--- src/sv/sskc_pkg.sv ---
package sskc_pkg;

  localparam int SCAN_ROWS = 3;
  localparam int ADC_BITS  = 12;

  localparam int ROW_W  = $clog2(SCAN_ROWS);
  localparam int OP_W   = 2;
  localparam int MEAS_W = 10;
  localparam int SP_W   = 10;
  localparam int THR_W  = 6;
  localparam int SEG_W  = 8;
  localparam int STEP_W = 2;

  // Converter arithmetic is wide enough for the sample and for the clamp limit
  localparam int ADC_CALC_W = (ADC_BITS > 13) ? ADC_BITS - 2 : 11;

  localparam int CFG_INDEX_W = 4;
  localparam int CFG_DATA_W  = 10;
  localparam logic [CFG_INDEX_W-1:0] CFG_KEY_THRESHOLD     = CFG_INDEX_W'(0);
  localparam logic [CFG_INDEX_W-1:0] CFG_POWER_ON_SETPOINT = CFG_INDEX_W'(1);

  localparam logic [OP_W-1:0] OP_ZERO_CROSS = 2'd0;
  localparam logic [OP_W-1:0] OP_SCAN       = 2'd1;
  localparam logic [OP_W-1:0] OP_HALF_SEC   = 2'd2;
  localparam logic [OP_W-1:0] OP_NONE       = 2'd3;

  localparam logic [ROW_W-1:0] ROW_PLUS  = ROW_W'(0);
  localparam logic [ROW_W-1:0] ROW_MINUS = ROW_W'(1);
  localparam logic [ROW_W-1:0] ROW_STAR  = ROW_W'(2);

  localparam logic [STEP_W-1:0] EDIT_IDLE     = 2'd0;
  localparam logic [STEP_W-1:0] EDIT_HUNDREDS = 2'd1;
  localparam logic [STEP_W-1:0] EDIT_TENS     = 2'd2;
  localparam logic [STEP_W-1:0] EDIT_UNITS    = 2'd3;

  localparam logic [THR_W-1:0] THR_RESET   = THR_W'(60);
  localparam logic [SP_W-1:0]  SP_MAX      = SP_W'(999);
  localparam logic [SP_W-1:0]  SP_RANGE    = SP_W'(1000);
  localparam logic [SP_W-1:0]  SHOW_SE     = SP_W'(511);
  localparam int               MEAS_OFFSET = 20;
  localparam int               MEAS_LIMIT  = 511;

  localparam logic [SEG_W-1:0] SEG_S    = 8'hb6;
  localparam logic [SEG_W-1:0] SEG_DASH = 8'h02;
  localparam logic [SEG_W-1:0] SEG_E    = 8'h9e;

  localparam int IN_DATA_W    = ((ADC_BITS + 1 + 7) / 8) * 8;
  localparam int OUT_FIELDS_W = 1 + ROW_W + SEG_W + SP_W + MEAS_W + STEP_W + 1;
  localparam int OUT_DATA_W   = ((OUT_FIELDS_W + 7) / 8) * 8;
  localparam int OUT_SP_LSB   = 1 + ROW_W + SEG_W;
  localparam int OUT_STEP_LSB = OUT_SP_LSB + SP_W + MEAS_W;
  localparam int OUT_SAVE_BIT = OUT_STEP_LSB + STEP_W;

  localparam int QUEUE_DEPTH = 2;
  localparam int QPTR_W      = $clog2(QUEUE_DEPTH);
  localparam int QCNT_W      = $clog2(QUEUE_DEPTH + 1);

  typedef struct packed {
    logic                     is_zc;
    logic                     is_scan;
    logic                     is_half;
    logic                     key_level;
    logic signed [MEAS_W-1:0] meas;
  } evt_t;

  function automatic logic [SEG_W-1:0] digit_font(input logic [3:0] d);
    logic [SEG_W-1:0] f;
    case (d)
      4'd0:    f = 8'hfc;
      4'd1:    f = 8'h60;
      4'd2:    f = 8'hda;
      4'd3:    f = 8'hf2;
      4'd4:    f = 8'h66;
      4'd5:    f = 8'hb6;
      4'd6:    f = 8'hbe;
      4'd7:    f = 8'he0;
      4'd8:    f = 8'hfe;
      4'd9:    f = 8'hf6;
      default: f = 8'h00;
    endcase
    return f;
  endfunction

  // Pattern of one display digit; row 0 is units, row 2 hundreds. v is 0..999.
  function automatic logic [SEG_W-1:0] display_byte(input logic [SP_W-1:0] v,
                                                   input logic [ROW_W-1:0] row);
    logic [17:0]     p1;
    logic [6:0]      t;
    logic [SP_W-1:0] u_full;
    logic [14:0]     p2;
    logic [3:0]      h;
    logic [6:0]      tn_full;
    logic [3:0]      d;
    logic [SEG_W-1:0] b;
    // multiply by 205 then shift by 11 divides by ten below 1029
    p1      = 18'(v) * 18'd205;
    t       = p1[17:11];
    u_full  = v - SP_W'(t) * SP_W'(10);
    p2      = 15'(t) * 15'd205;
    h       = p2[14:11];
    tn_full = t - 7'(h) * 7'd10;
    unique case (row)
      ROW_PLUS:  d = u_full[3:0];
      ROW_MINUS: d = tn_full[3:0];
      default:   d = h;
    endcase
    if (v == SHOW_SE) begin
      unique case (row)
        ROW_PLUS:  b = SEG_E;
        ROW_MINUS: b = SEG_DASH;
        default:   b = SEG_S;
      endcase
    end else begin
      b = digit_font(d);
    end
    return b;
  endfunction

endpackage

--- src/sv/sskc_front.sv ---
module sskc_front
  import sskc_pkg::*;
(
  input  logic                 s_tvalid,
  output logic                 s_tready,
  input  logic [IN_DATA_W-1:0] s_tdata,
  input  logic [OP_W-1:0]      s_tuser,
  output logic                 push_valid,
  input  logic                 push_ready,
  output evt_t                 push_evt
);

  logic [ADC_BITS-1:0]   adc;
  logic [ADC_CALC_W-1:0] shifted;
  logic [ADC_CALC_W-1:0] diff;

  assign s_tready   = push_ready;
  assign push_valid = s_tvalid;
  assign adc        = s_tdata[ADC_BITS-1:0];

  always_comb begin
    shifted = ADC_CALC_W'(adc >> 3);
    diff    = shifted - ADC_CALC_W'(MEAS_OFFSET);

    push_evt           = '0;
    push_evt.key_level = s_tdata[ADC_BITS];
    // clamp wide converters at the display limit
    if (shifted > ADC_CALC_W'(MEAS_LIMIT + MEAS_OFFSET)) begin
      push_evt.meas = MEAS_W'(MEAS_LIMIT);
    end else begin
      push_evt.meas = MEAS_W'(diff);
    end

    unique case (s_tuser)
      OP_ZERO_CROSS: push_evt.is_zc   = 1'b1;
      OP_SCAN:       push_evt.is_scan = 1'b1;
      OP_HALF_SEC:   push_evt.is_half = 1'b1;
      OP_NONE:       push_evt.is_zc   = 1'b0;
      default:       push_evt.is_zc   = 1'b0;
    endcase
  end

endmodule

--- src/sv/sskc_queue.sv ---
module sskc_queue
  import sskc_pkg::*;
(
  input  logic clk,
  input  logic rst,
  input  logic push_valid,
  output logic push_ready,
  input  evt_t push_evt,
  output logic pop_valid,
  input  logic pop_ready,
  output evt_t pop_evt
);

  evt_t              entries [QUEUE_DEPTH];
  logic [QPTR_W-1:0] wr_ptr;
  logic [QPTR_W-1:0] rd_ptr;
  logic [QCNT_W-1:0] count;
  logic              push_fire;
  logic              pop_fire;

  assign push_ready = (count != QCNT_W'(QUEUE_DEPTH));
  assign pop_valid  = (count != '0);
  assign pop_evt    = entries[rd_ptr];
  assign push_fire  = push_valid && push_ready;
  assign pop_fire   = pop_valid && pop_ready;

  always_ff @(posedge clk) begin
    if (rst) begin
      wr_ptr <= '0;
      rd_ptr <= '0;
      count  <= '0;
    end else begin
      if (push_fire) begin
        wr_ptr <= (wr_ptr == QPTR_W'(QUEUE_DEPTH - 1)) ? '0 : wr_ptr + QPTR_W'(1);
      end
      if (pop_fire) begin
        rd_ptr <= (rd_ptr == QPTR_W'(QUEUE_DEPTH - 1)) ? '0 : rd_ptr + QPTR_W'(1);
      end
      if (push_fire && !pop_fire) begin
        count <= count + QCNT_W'(1);
      end else if (pop_fire && !push_fire) begin
        count <= count - QCNT_W'(1);
      end
    end
  end

  always_ff @(posedge clk) begin
    if (push_fire) begin
      entries[wr_ptr] <= push_evt;
    end
  end

endmodule

--- src/sv/sskc_back.sv ---
module sskc_back
  import sskc_pkg::*;
(
  input  logic                   clk,
  input  logic                   rst,
  input  logic                   evt_valid,
  output logic                   evt_ready,
  input  evt_t                   evt,
  input  logic                   cfg_valid,
  output logic                   cfg_ready,
  input  logic [CFG_INDEX_W-1:0] cfg_index,
  input  logic [CFG_DATA_W-1:0]  cfg_data,
  output logic                   m_tvalid,
  input  logic                   m_tready,
  output logic [OUT_DATA_W-1:0]  m_tdata
);

  // Display buffer kept as shown value, blanked digits and decimal point
  logic [THR_W-1:0]         thr;
  logic [SP_W-1:0]          setpoint;
  logic signed [MEAS_W-1:0] measured;
  logic                     heater;
  logic                     kc_pressed [SCAN_ROWS];
  logic                     kc_handled [SCAN_ROWS];
  logic [THR_W-1:0]         kc_count   [SCAN_ROWS];
  logic [ROW_W-1:0]         row_idx;
  logic [STEP_W-1:0]        edit_step;
  logic [SP_W-1:0]          edit_value;
  logic                     blink;
  logic [SP_W-1:0]          disp_value;
  logic [SCAN_ROWS-1:0]     disp_blank;
  logic                     disp_dp;

  logic [SP_W-1:0]          setpoint_next;
  logic signed [MEAS_W-1:0] measured_next;
  logic                     heater_next;
  logic                     kc_pressed_next [SCAN_ROWS];
  logic                     kc_handled_next [SCAN_ROWS];
  logic [THR_W-1:0]         kc_count_next   [SCAN_ROWS];
  logic [ROW_W-1:0]         row_idx_next;
  logic [STEP_W-1:0]        edit_step_next;
  logic [SP_W-1:0]          edit_value_next;
  logic                     blink_next;
  logic [SP_W-1:0]          disp_value_next;
  logic [SCAN_ROWS-1:0]     disp_blank_next;
  logic                     disp_dp_next;

  logic                     fire;
  logic                     cfg_fire;
  logic [ROW_W-1:0]         row;
  logic [THR_W-1:0]         thr_eff;
  logic [SEG_W-1:0]         cur_byte;
  logic [SEG_W-1:0]         drive;
  logic [ROW_W-1:0]         row_out;
  logic                     sub_tick;
  logic                     save;
  logic                     up_hit;
  logic                     down_hit;
  logic [SP_W-1:0]          sp_up;
  logic [SP_W-1:0]          step_val;
  logic [SP_W-1:0]          upper;
  logic [ROW_W-1:0]         blank_row;
  logic [SP_W-1:0]          cfg_sp;

  assign evt_ready = !m_tvalid || m_tready;
  assign fire      = evt_valid && evt_ready;
  // hold register writes off while a request is queued or a result waits
  assign cfg_ready = !evt_valid && !m_tvalid;
  assign cfg_fire  = cfg_valid && cfg_ready;
  assign cfg_sp    = (cfg_data > SP_MAX) ? SP_MAX : cfg_data;

  assign row       = (row_idx >= ROW_W'(SCAN_ROWS)) ? ROW_PLUS : row_idx;
  assign thr_eff   = (thr == '0) ? THR_W'(1) : thr;
  assign blank_row = ROW_W'(SCAN_ROWS) - edit_step;

  always_comb begin
    cur_byte = disp_blank[row] ? '0 : display_byte(disp_value, row);
    if (row == ROW_PLUS) begin
      cur_byte[0] = cur_byte[0] | disp_dp;
    end
  end

  always_comb begin
    setpoint_next   = setpoint;
    measured_next   = measured;
    heater_next     = heater;
    kc_pressed_next = kc_pressed;
    kc_handled_next = kc_handled;
    kc_count_next   = kc_count;
    row_idx_next    = row_idx;
    edit_step_next  = edit_step;
    edit_value_next = edit_value;
    blink_next      = blink;
    disp_value_next = disp_value;
    disp_blank_next = disp_blank;
    disp_dp_next    = disp_dp;
    drive           = '0;
    row_out         = ROW_PLUS;
    sub_tick        = 1'b0;
    save            = 1'b0;

    // event stage
    if (evt.is_zc) begin
      measured_next = evt.meas;
      heater_next   = !($signed({evt.meas[MEAS_W-1], evt.meas}) >
                        $signed({1'b0, setpoint}));
      disp_dp_next  = heater_next;
    end
    if (evt.is_scan) begin
      row_out = row;
      drive   = ~cur_byte;
      for (int i = 0; i < SCAN_ROWS; i++) begin
        if (ROW_W'(i) == row) begin
          if (evt.key_level) begin
            kc_pressed_next[i] = 1'b1;
            if (kc_count[i] < thr_eff) begin
              kc_count_next[i] = kc_count[i] + THR_W'(1);
            end
          end else begin
            kc_pressed_next[i] = 1'b0;
            kc_handled_next[i] = 1'b0;
            kc_count_next[i]   = '0;
          end
        end
      end
      if (row == ROW_W'(SCAN_ROWS - 1)) begin
        row_idx_next = ROW_PLUS;
        sub_tick     = 1'b1;
      end else begin
        row_idx_next = row + ROW_W'(1);
      end
    end

    // half-second tick: show the measured value when idle, else blink the edited digit
    if (evt.is_half) begin
      if (edit_step == EDIT_IDLE) begin
        disp_value_next = measured[MEAS_W-1] ? '0 : SP_W'(measured);
        disp_blank_next = '0;
        disp_dp_next    = 1'b0;
      end else if (blink) begin
        disp_blank_next[blank_row] = 1'b1;
        if (blank_row == ROW_PLUS) begin
          disp_dp_next = 1'b0;
        end
      end else begin
        disp_value_next = edit_value;
        disp_blank_next = '0;
        disp_dp_next    = 1'b0;
      end
      blink_next = !blink;
    end

    // hold-to-repeat on plus and minus
    up_hit   = sub_tick && (kc_count_next[ROW_PLUS] == thr_eff);
    down_hit = sub_tick && (kc_count_next[ROW_MINUS] == thr_eff);
    sp_up    = (up_hit && setpoint < SP_MAX) ? setpoint + SP_W'(1) : setpoint;
    setpoint_next = (down_hit && sp_up != '0) ? sp_up - SP_W'(1) : sp_up;
    if (up_hit || down_hit) begin
      disp_value_next = setpoint_next;
      disp_blank_next = '0;
      disp_dp_next    = 1'b0;
    end

    // digit editor
    unique case (edit_step)
      EDIT_HUNDREDS: step_val = SP_W'(100);
      EDIT_TENS:     step_val = SP_W'(10);
      default:       step_val = SP_W'(1);
    endcase
    upper = (edit_step == EDIT_UNITS) ? SP_MAX : SP_RANGE - step_val;

    if (edit_step == EDIT_IDLE) begin
      if (kc_pressed_next[ROW_STAR] && !kc_handled_next[ROW_STAR]) begin
        edit_step_next            = EDIT_HUNDREDS;
        edit_value_next           = setpoint_next;
        disp_value_next           = setpoint_next;
        disp_blank_next           = '0;
        disp_dp_next              = 1'b0;
        kc_handled_next[ROW_STAR] = 1'b1;
      end
    end else if (kc_pressed_next[ROW_PLUS] && !kc_handled_next[ROW_PLUS]) begin
      if (edit_value < upper) begin
        edit_value_next = edit_value + step_val;
      end
      disp_value_next           = edit_value_next;
      disp_blank_next           = '0;
      disp_dp_next              = 1'b0;
      kc_handled_next[ROW_PLUS] = 1'b1;
    end else if (kc_pressed_next[ROW_MINUS] && !kc_handled_next[ROW_MINUS]) begin
      if (edit_value > step_val) begin
        edit_value_next = edit_value - step_val;
      end
      disp_value_next            = edit_value_next;
      disp_blank_next            = '0;
      disp_dp_next               = 1'b0;
      kc_handled_next[ROW_MINUS] = 1'b1;
    end else if (kc_pressed_next[ROW_STAR] && !kc_handled_next[ROW_STAR]) begin
      kc_handled_next[ROW_STAR] = 1'b1;
      if (edit_step == EDIT_UNITS) begin
        setpoint_next  = edit_value;
        edit_step_next = EDIT_IDLE;
        save           = 1'b1;
      end else begin
        edit_step_next  = edit_step + STEP_W'(1);
        disp_value_next = edit_value;
        disp_blank_next = '0;
        disp_dp_next    = 1'b0;
      end
    end
  end

  always_ff @(posedge clk) begin
    if (rst) begin
      thr        <= THR_RESET;
      setpoint   <= '0;
      measured   <= '0;
      heater     <= 1'b0;
      for (int i = 0; i < SCAN_ROWS; i++) begin
        kc_pressed[i] <= 1'b0;
        kc_handled[i] <= 1'b0;
        kc_count[i]   <= '0;
      end
      row_idx    <= '0;
      edit_step  <= EDIT_IDLE;
      edit_value <= '0;
      blink      <= 1'b0;
      disp_value <= '0;
      disp_blank <= '1;
      disp_dp    <= 1'b0;
      m_tvalid   <= 1'b0;
    end else if (cfg_fire) begin
      unique case (cfg_index)
        CFG_KEY_THRESHOLD:     thr      <= cfg_data[THR_W-1:0];
        CFG_POWER_ON_SETPOINT: setpoint <= cfg_sp;
        default:               thr      <= thr;
      endcase
    end else begin
      if (fire) begin
        setpoint   <= setpoint_next;
        measured   <= measured_next;
        heater     <= heater_next;
        kc_pressed <= kc_pressed_next;
        kc_handled <= kc_handled_next;
        kc_count   <= kc_count_next;
        row_idx    <= row_idx_next;
        edit_step  <= edit_step_next;
        edit_value <= edit_value_next;
        blink      <= blink_next;
        disp_value <= disp_value_next;
        disp_blank <= disp_blank_next;
        disp_dp    <= disp_dp_next;
        m_tvalid   <= 1'b1;
      end else if (m_tready) begin
        m_tvalid <= 1'b0;
      end
    end
  end

  always_ff @(posedge clk) begin
    if (fire) begin
      m_tdata <= OUT_DATA_W'({save, edit_step_next, measured_next, setpoint_next,
                              drive, row_out, heater_next});
    end
  end

endmodule

--- src/sv/solder_station_keypad_setpoint_ctrl.sv ---
// Channel  Dir  Handshake            Content
// s        in   s_tvalid/s_tready    event request: op, converter sample, key line
// m        out  m_tvalid/m_tready    one result per event request
// cfg      in   cfg_valid/cfg_ready  register write: index and data
//
// Sustained rate is one request per clock while m_tready stays high; the back stage
// decodes each event combinationally and registers its result in m_tdata.
// Sync reset sets threshold 60, setpoint 0, blanks digits, clears other control state.
// A two-entry queue between front and back absorbs m_tready stalls; s_tready drops
// only when it is full.
// cfg_ready stays low while a request is queued or a result waits.
module solder_station_keypad_setpoint_ctrl
  import sskc_pkg::*;
(
  input  logic                   clk,
  input  logic                   rst,
  input  logic                   s_tvalid,
  output logic                   s_tready,
  input  logic [IN_DATA_W-1:0]   s_tdata,   // adc_sample, key_level, zero fill
  input  logic [OP_W-1:0]        s_tuser,   // op
  output logic                   m_tvalid,
  input  logic                   m_tready,
  output logic [OUT_DATA_W-1:0]  m_tdata,   // heater_on, scan_row, segment_drive, setpoint,
                                            // measured, edit_step, save_request, zero fill
  input  logic                   cfg_valid,
  output logic                   cfg_ready,
  input  logic [CFG_INDEX_W-1:0] cfg_index,
  input  logic [CFG_DATA_W-1:0]  cfg_data
);

  logic push_valid;
  logic push_ready;
  evt_t push_evt;
  logic pop_valid;
  logic pop_ready;
  evt_t pop_evt;

  sskc_front u_front (
    .s_tvalid   (s_tvalid),
    .s_tready   (s_tready),
    .s_tdata    (s_tdata),
    .s_tuser    (s_tuser),
    .push_valid (push_valid),
    .push_ready (push_ready),
    .push_evt   (push_evt)
  );

  sskc_queue u_queue (
    .clk        (clk),
    .rst        (rst),
    .push_valid (push_valid),
    .push_ready (push_ready),
    .push_evt   (push_evt),
    .pop_valid  (pop_valid),
    .pop_ready  (pop_ready),
    .pop_evt    (pop_evt)
  );

  sskc_back u_back (
    .clk       (clk),
    .rst       (rst),
    .evt_valid (pop_valid),
    .evt_ready (pop_ready),
    .evt       (pop_evt),
    .cfg_valid (cfg_valid),
    .cfg_ready (cfg_ready),
    .cfg_index (cfg_index),
    .cfg_data  (cfg_data),
    .m_tvalid  (m_tvalid),
    .m_tready  (m_tready),
    .m_tdata   (m_tdata)
  );

`ifndef SYNTHESIS
  a_save_leaves_idle: assert property (@(posedge clk) disable iff (rst)
    m_tvalid && m_tdata[OUT_SAVE_BIT] |-> m_tdata[OUT_STEP_LSB +: STEP_W] == EDIT_IDLE)
    else $error("save strobe without return to idle");

  a_setpoint_range: assert property (@(posedge clk) disable iff (rst)
    m_tvalid |-> m_tdata[OUT_SP_LSB +: SP_W] <= SP_MAX)
    else $error("setpoint out of range");

  a_result_from_pop: assert property (@(posedge clk) disable iff (rst)
    $rose(m_tvalid) |-> $past(pop_valid && pop_ready))
    else $error("result without a request");
`endif

endmodule
--- config.mk ---
export PLATFORM = sky130hd
export DESIGN_NAME = solder_station_keypad_setpoint_ctrl
export DESIGN_NICKNAME = d
export VERILOG_FILES = /design/src/sv/sskc_pkg.sv /design/src/sv/sskc_front.sv /design/src/sv/sskc_queue.sv /design/src/sv/sskc_back.sv /design/src/sv/solder_station_keypad_setpoint_ctrl.sv
export SDC_FILE = /design/constraint.sdc
export NUM_CORES = 1
export LEC_CHECK = 0
export BUFFER_PORTS_ARGS = -buffer_cell sky130_fd_sc_hd__buf_4
export CORE_MARGIN = 2
export CORE_UTILIZATION = 30
export DETAILED_ROUTE_END_ITERATION = 8
export GPL_TIMING_DRIVEN = 0
export PLACE_DENSITY = 0.49
export SLEW_MARGIN = 10
export SYNTH_ARGS = -nofsm -noshare
export SYNTH_HDL_FRONTEND = slang
export SYNTH_SLANG_ARGS = --single-unit
export TNS_END_PERCENT = 100
--- constraint.sdc ---
create_clock -name clk -period 15.7 [get_ports clk]
set_clock_uncertainty 0.05 [all_clocks]
set_input_delay 0.785 -clock clk [delete_from_list [all_inputs] [get_ports clk]]
set_output_delay 0.785 -clock clk [all_outputs]
set_load 0.02 [all_outputs]
==> results.cfg <==
[run_status]
status = completed

[worst_hold_path]
hold_path_startpoint = u_back.heater$_SDFFE_PP0P_
hold_depth = 2
hold_end = u_back.heater$_SDFFE_PP0P_
hold_path.class = flop to flop

[sta]
final.min_clock_period_ns = 10.58
fmax_mhz = 94.53
whs_ns = 0.4211
setup_viol_count_final = 0
final_hold_viol_count = 0
drv_slew = 0
fin_crit_sh = 0.6738
worst_pin_slew_ns = 1.202
rsz0062_at_grt = false
max_slew_margin = 0.1782
fin_setup_tns_ns = 0

[floorplanning]
io-pin-count = 80
die_w_um = 209.8
die_h_um = 209.8
start_util = 0.3036
num_rows = 75
coreArea_um2 = 41850
dieArea_um2 = 44020

[critical_path]
end_kind = flop
setup.worst_path.class = flop to flop
cp_max_fo = 9
crit_path_start_kind = flop
r2r_cells = 35
rr_startpoint = u_back.disp_value[2]$_SDFFE_PP0P_
r2r_setup_slack_ns = 5.12
worst_path_largest_cell_delay_ns = 0.62
arrival_ns = 10.69
cp.required_ns = 15.81
r2r_end = u_back.m_tdata[8]$_SDFFCE_PN0P_
critical_path.top_delay_family = adder cells
path_buf_inv = 7
crit_slowest_cell = o41ai_1

[synthesis]
synth-seq-area-share = 0.2726
synth_cell_types = 87
avgSynthCellArea_um2 = 8.409
ys_ff_latch = 142
syn_inst = 1511
yosysWarnings = 0
synth_edf_count = 62
synth_area_um2 = 12710
synthFlopType = dfxtp_1
synth-async-reset-ratio = 0

[global_route]
grt_use_met1 = 0.2687
grt.total_usage = 0.2015
use_met2 = 0.3380
gr-usage-met3 = 0.02529
top_usage_layer = met2
grt_pass1_wl_um = 68180
grt_overflow = 0
grt_pass1_vias = 11600
antenna_found_initial = 0
grt_max_degree = 44

[clock_tree]
cts_root_buf = clkbuf_16
numCtsBuffers = 17
htree_levels = 4
cts_tree = yes
clockBufferDepth = 2
cts.sinks = 142
worstSkewPairLatency_ns = 0.45
ctsResizeCount = 0
clkSlewWorstSetupHoldPaths_ns = 0.07
postCtsHoldBufs = 0
post-cts-setup-buffers = 0

[final_layout]
layout-drive-gt1-share = 0.08905
insertedDiodeCount = 0
area_delta_synth_final_pct = 14.14
finish.net_count = 1809

[route]
route.vias.total = 11910
routedWlPerCell_um = 20.61
drt_iter0_drc = 827
drtPass1Iterations = 7
drc_errors = 0
ant_nets = 0
via_per_inst = 5.522
totalWireLength_um = 44430

[placement]
port_buffers = 67
dp.final_hpwl_um = 34650
gp_congestion = 0.9491

[flow_run]
cap_viol_max_count = 0
[logic make-up after synthesis]
kind of cell             Yosys count  share of synthesized area
XOR/XNOR                          46                    0.03279
adder cells (fa/ha/maj)          168                     0.1826
multiplexers                      53                    0.04333
other                              1                  0.0002951
buffers and inverters            217                    0.06716
flip-flops                       142                     0.2726
AO/OA/AOI/OAI                    420                     0.2177
AND/OR/NAND/NOR                  464                     0.1836
[how the worst max path moves through the flow]
stage | startpoint | end | slack, ns | cells after the start
global placement | u_back.disp_value[3]$_SDFFE_PP0P_ | u_back.m_tdata[8]$_SDFFCE_PN0P_ | 5.23 | 38
CTS | u_back.disp_value[3]$_SDFFE_PP0P_ | u_back.m_tdata[5]$_SDFFCE_PN0P_ | 5.09 | 37
floorplan | u_back.disp_value[8]$_SDFFE_PP0P_ | u_back.m_tdata[5]$_SDFFCE_PN0P_ | 6.36 | 37
global route | u_back.disp_value[3]$_SDFFE_PP0P_ | u_back.m_tdata[5]$_SDFFCE_PN0P_ | 4.37 | 38
finish | u_back.disp_value[2]$_SDFFE_PP0P_ | u_back.m_tdata[8]$_SDFFCE_PN0P_ | 5.12 | 35
detailed placement | u_back.disp_value[3]$_SDFFE_PP0P_ | u_back.m_tdata[5]$_SDFFCE_PN0P_ | 5.13 | 37
[worst register-to-register path: cells and delay by family, from the launching register on]
kind	cells	cell delay [ns]
XOR/XNOR	5	1.06
AND/OR/NAND/NOR	2	0.20
flip-flops	1	0.59
buffers and inverters	7	0.62
AO/OA/AOI/OAI	11	3.46
adder cells (fa/ha/maj)	10	4.31
[area by class of cell]
class	count	area [um2]
tap	539	674.4
clock buffer	18	429.2
timing repair buffer	68	506.7
clock inverter	14	158.9
multi-input combinational	1158	8413
inverter	138	518.0
sequential	142	3463
buffer	79	339.1
fill	4460	27350
[synthesized netlist by cell type (7+ instances only)]
| master | count | area [um2] |
|---|---|---|
| xor2_1 | 18 | 157.7 |
| or3_1 | 13 | 81.33 |
| a211o_1 | 8 | 70.07 |
| a311oi_1 | 12 | 105.1 |
| mux2_2 | 12 | 135.1 |
| nor3_1 | 48 | 240.2 |
| o31ai_1 | 15 | 112.6 |
| or4_1 | 8 | 60.06 |
| buf_4 | 7 | 52.55 |
| a21o_1 | 14 | 105.1 |
| and3_1 | 12 | 75.07 |
| inv_1 | 137 | 514.2 |
| o21a_1 | 23 | 172.7 |
| nor2b_1 | 14 | 87.58 |
| clkbuf_1 | 62 | 232.7 |
| and2_1 | 13 | 81.33 |
| nand2_1 | 98 | 367.9 |
| fa_1 | 29 | 580.6 |
| a211oi_1 | 22 | 165.2 |
| mux2i_1 | 40 | 400.4 |
| nor2_1 | 139 | 521.8 |
| xnor2_1 | 27 | 236.5 |
| dfxtp_1 | 80 | 1602 |
| a2111oi_0 | 9 | 78.83 |
| nand2b_1 | 20 | 125.1 |
| nand4_1 | 13 | 81.33 |
| a31oi_1 | 21 | 131.4 |
| nor4_1 | 15 | 93.84 |
| o21ai_0 | 87 | 435.4 |
| a21oi_1 | 110 | 550.5 |
| nand3_1 | 40 | 200.2 |
| ha_1 | 139 | 1739 |
| o211ai_1 | 20 | 150.1 |
| edfxtp_1 | 62 | 1862 |
[through the flow]
stage          cells  instance area (um2)  utilization  setup slack [ns]
2_1_floorplan   1517                12730            -             6.356
3_3_place_gp    2123                13910       0.3323             5.228
3_5_place_dp    2124                13910       0.3325             5.129
4_1_cts         2156                14500       0.3465             5.091
5_1_grt         2156                14500       0.3465             4.368
6_report        2156                14500       0.3465             5.122
[flip-flops by register name, summed over array words and instances (netlist names), named ones only]
| name | flops |
|---|---|
| u_queue.count | 2 |
| u_queue.wr_ptr | 1 |
| u_back.disp_blank | 3 |
| u_back.edit_step | 2 |
| u_back.disp_dp | 1 |
| u_back.thr | 6 |
| u_back.kc_count | 12 |
| u_back.m_tdata | 34 |
| u_queue.rd_ptr | 1 |
| u_back.m_tvalid | 1 |
| u_back.heater | 1 |
| u_back.kc_pressed | 3 |
| u_back.disp_value | 10 |
| u_back.measured | 10 |
| u_back.kc_handled | 3 |
| u_back.setpoint | 10 |
| u_queue.entries | 28 |
| u_back.blink | 1 |
| u_back.edit_value | 10 |
| u_back.row_idx | 2 |
[cells in the final DEF (no fill, tap or decap), drive strengths merged, types with 12 or more instances in the layout]
cell / instances
a21oi: 110
clkbuf: 80
nor4: 17
edfxtp: 62
dfxtp: 80
a21o: 14
o31ai: 17
buf: 85
nand3: 41
nand2b: 20
ha: 139
o21a: 23
nand2: 99
mux2i: 40
fa: 29
a31oi: 21
nor2: 139
a311oi: 12
a211oi: 22
nor3: 50
mux2: 13
and2: 13
xnor2: 27
o21ai: 91
nand4: 13
nor2b: 14
xor2: 18
and3: 12
or3: 13
inv: 141
o211ai: 20
[routing by layer]
layer,vias up,wire length (um)
li1,5697,-
met1,5762,20060
met2,375,20950
met3,71,2145
met4,0,1274
met5,-,0
Power is left out: the tool's default activity adds up to more than one toggle a clock period on the data nets, which glitch-free logic cannot reach.
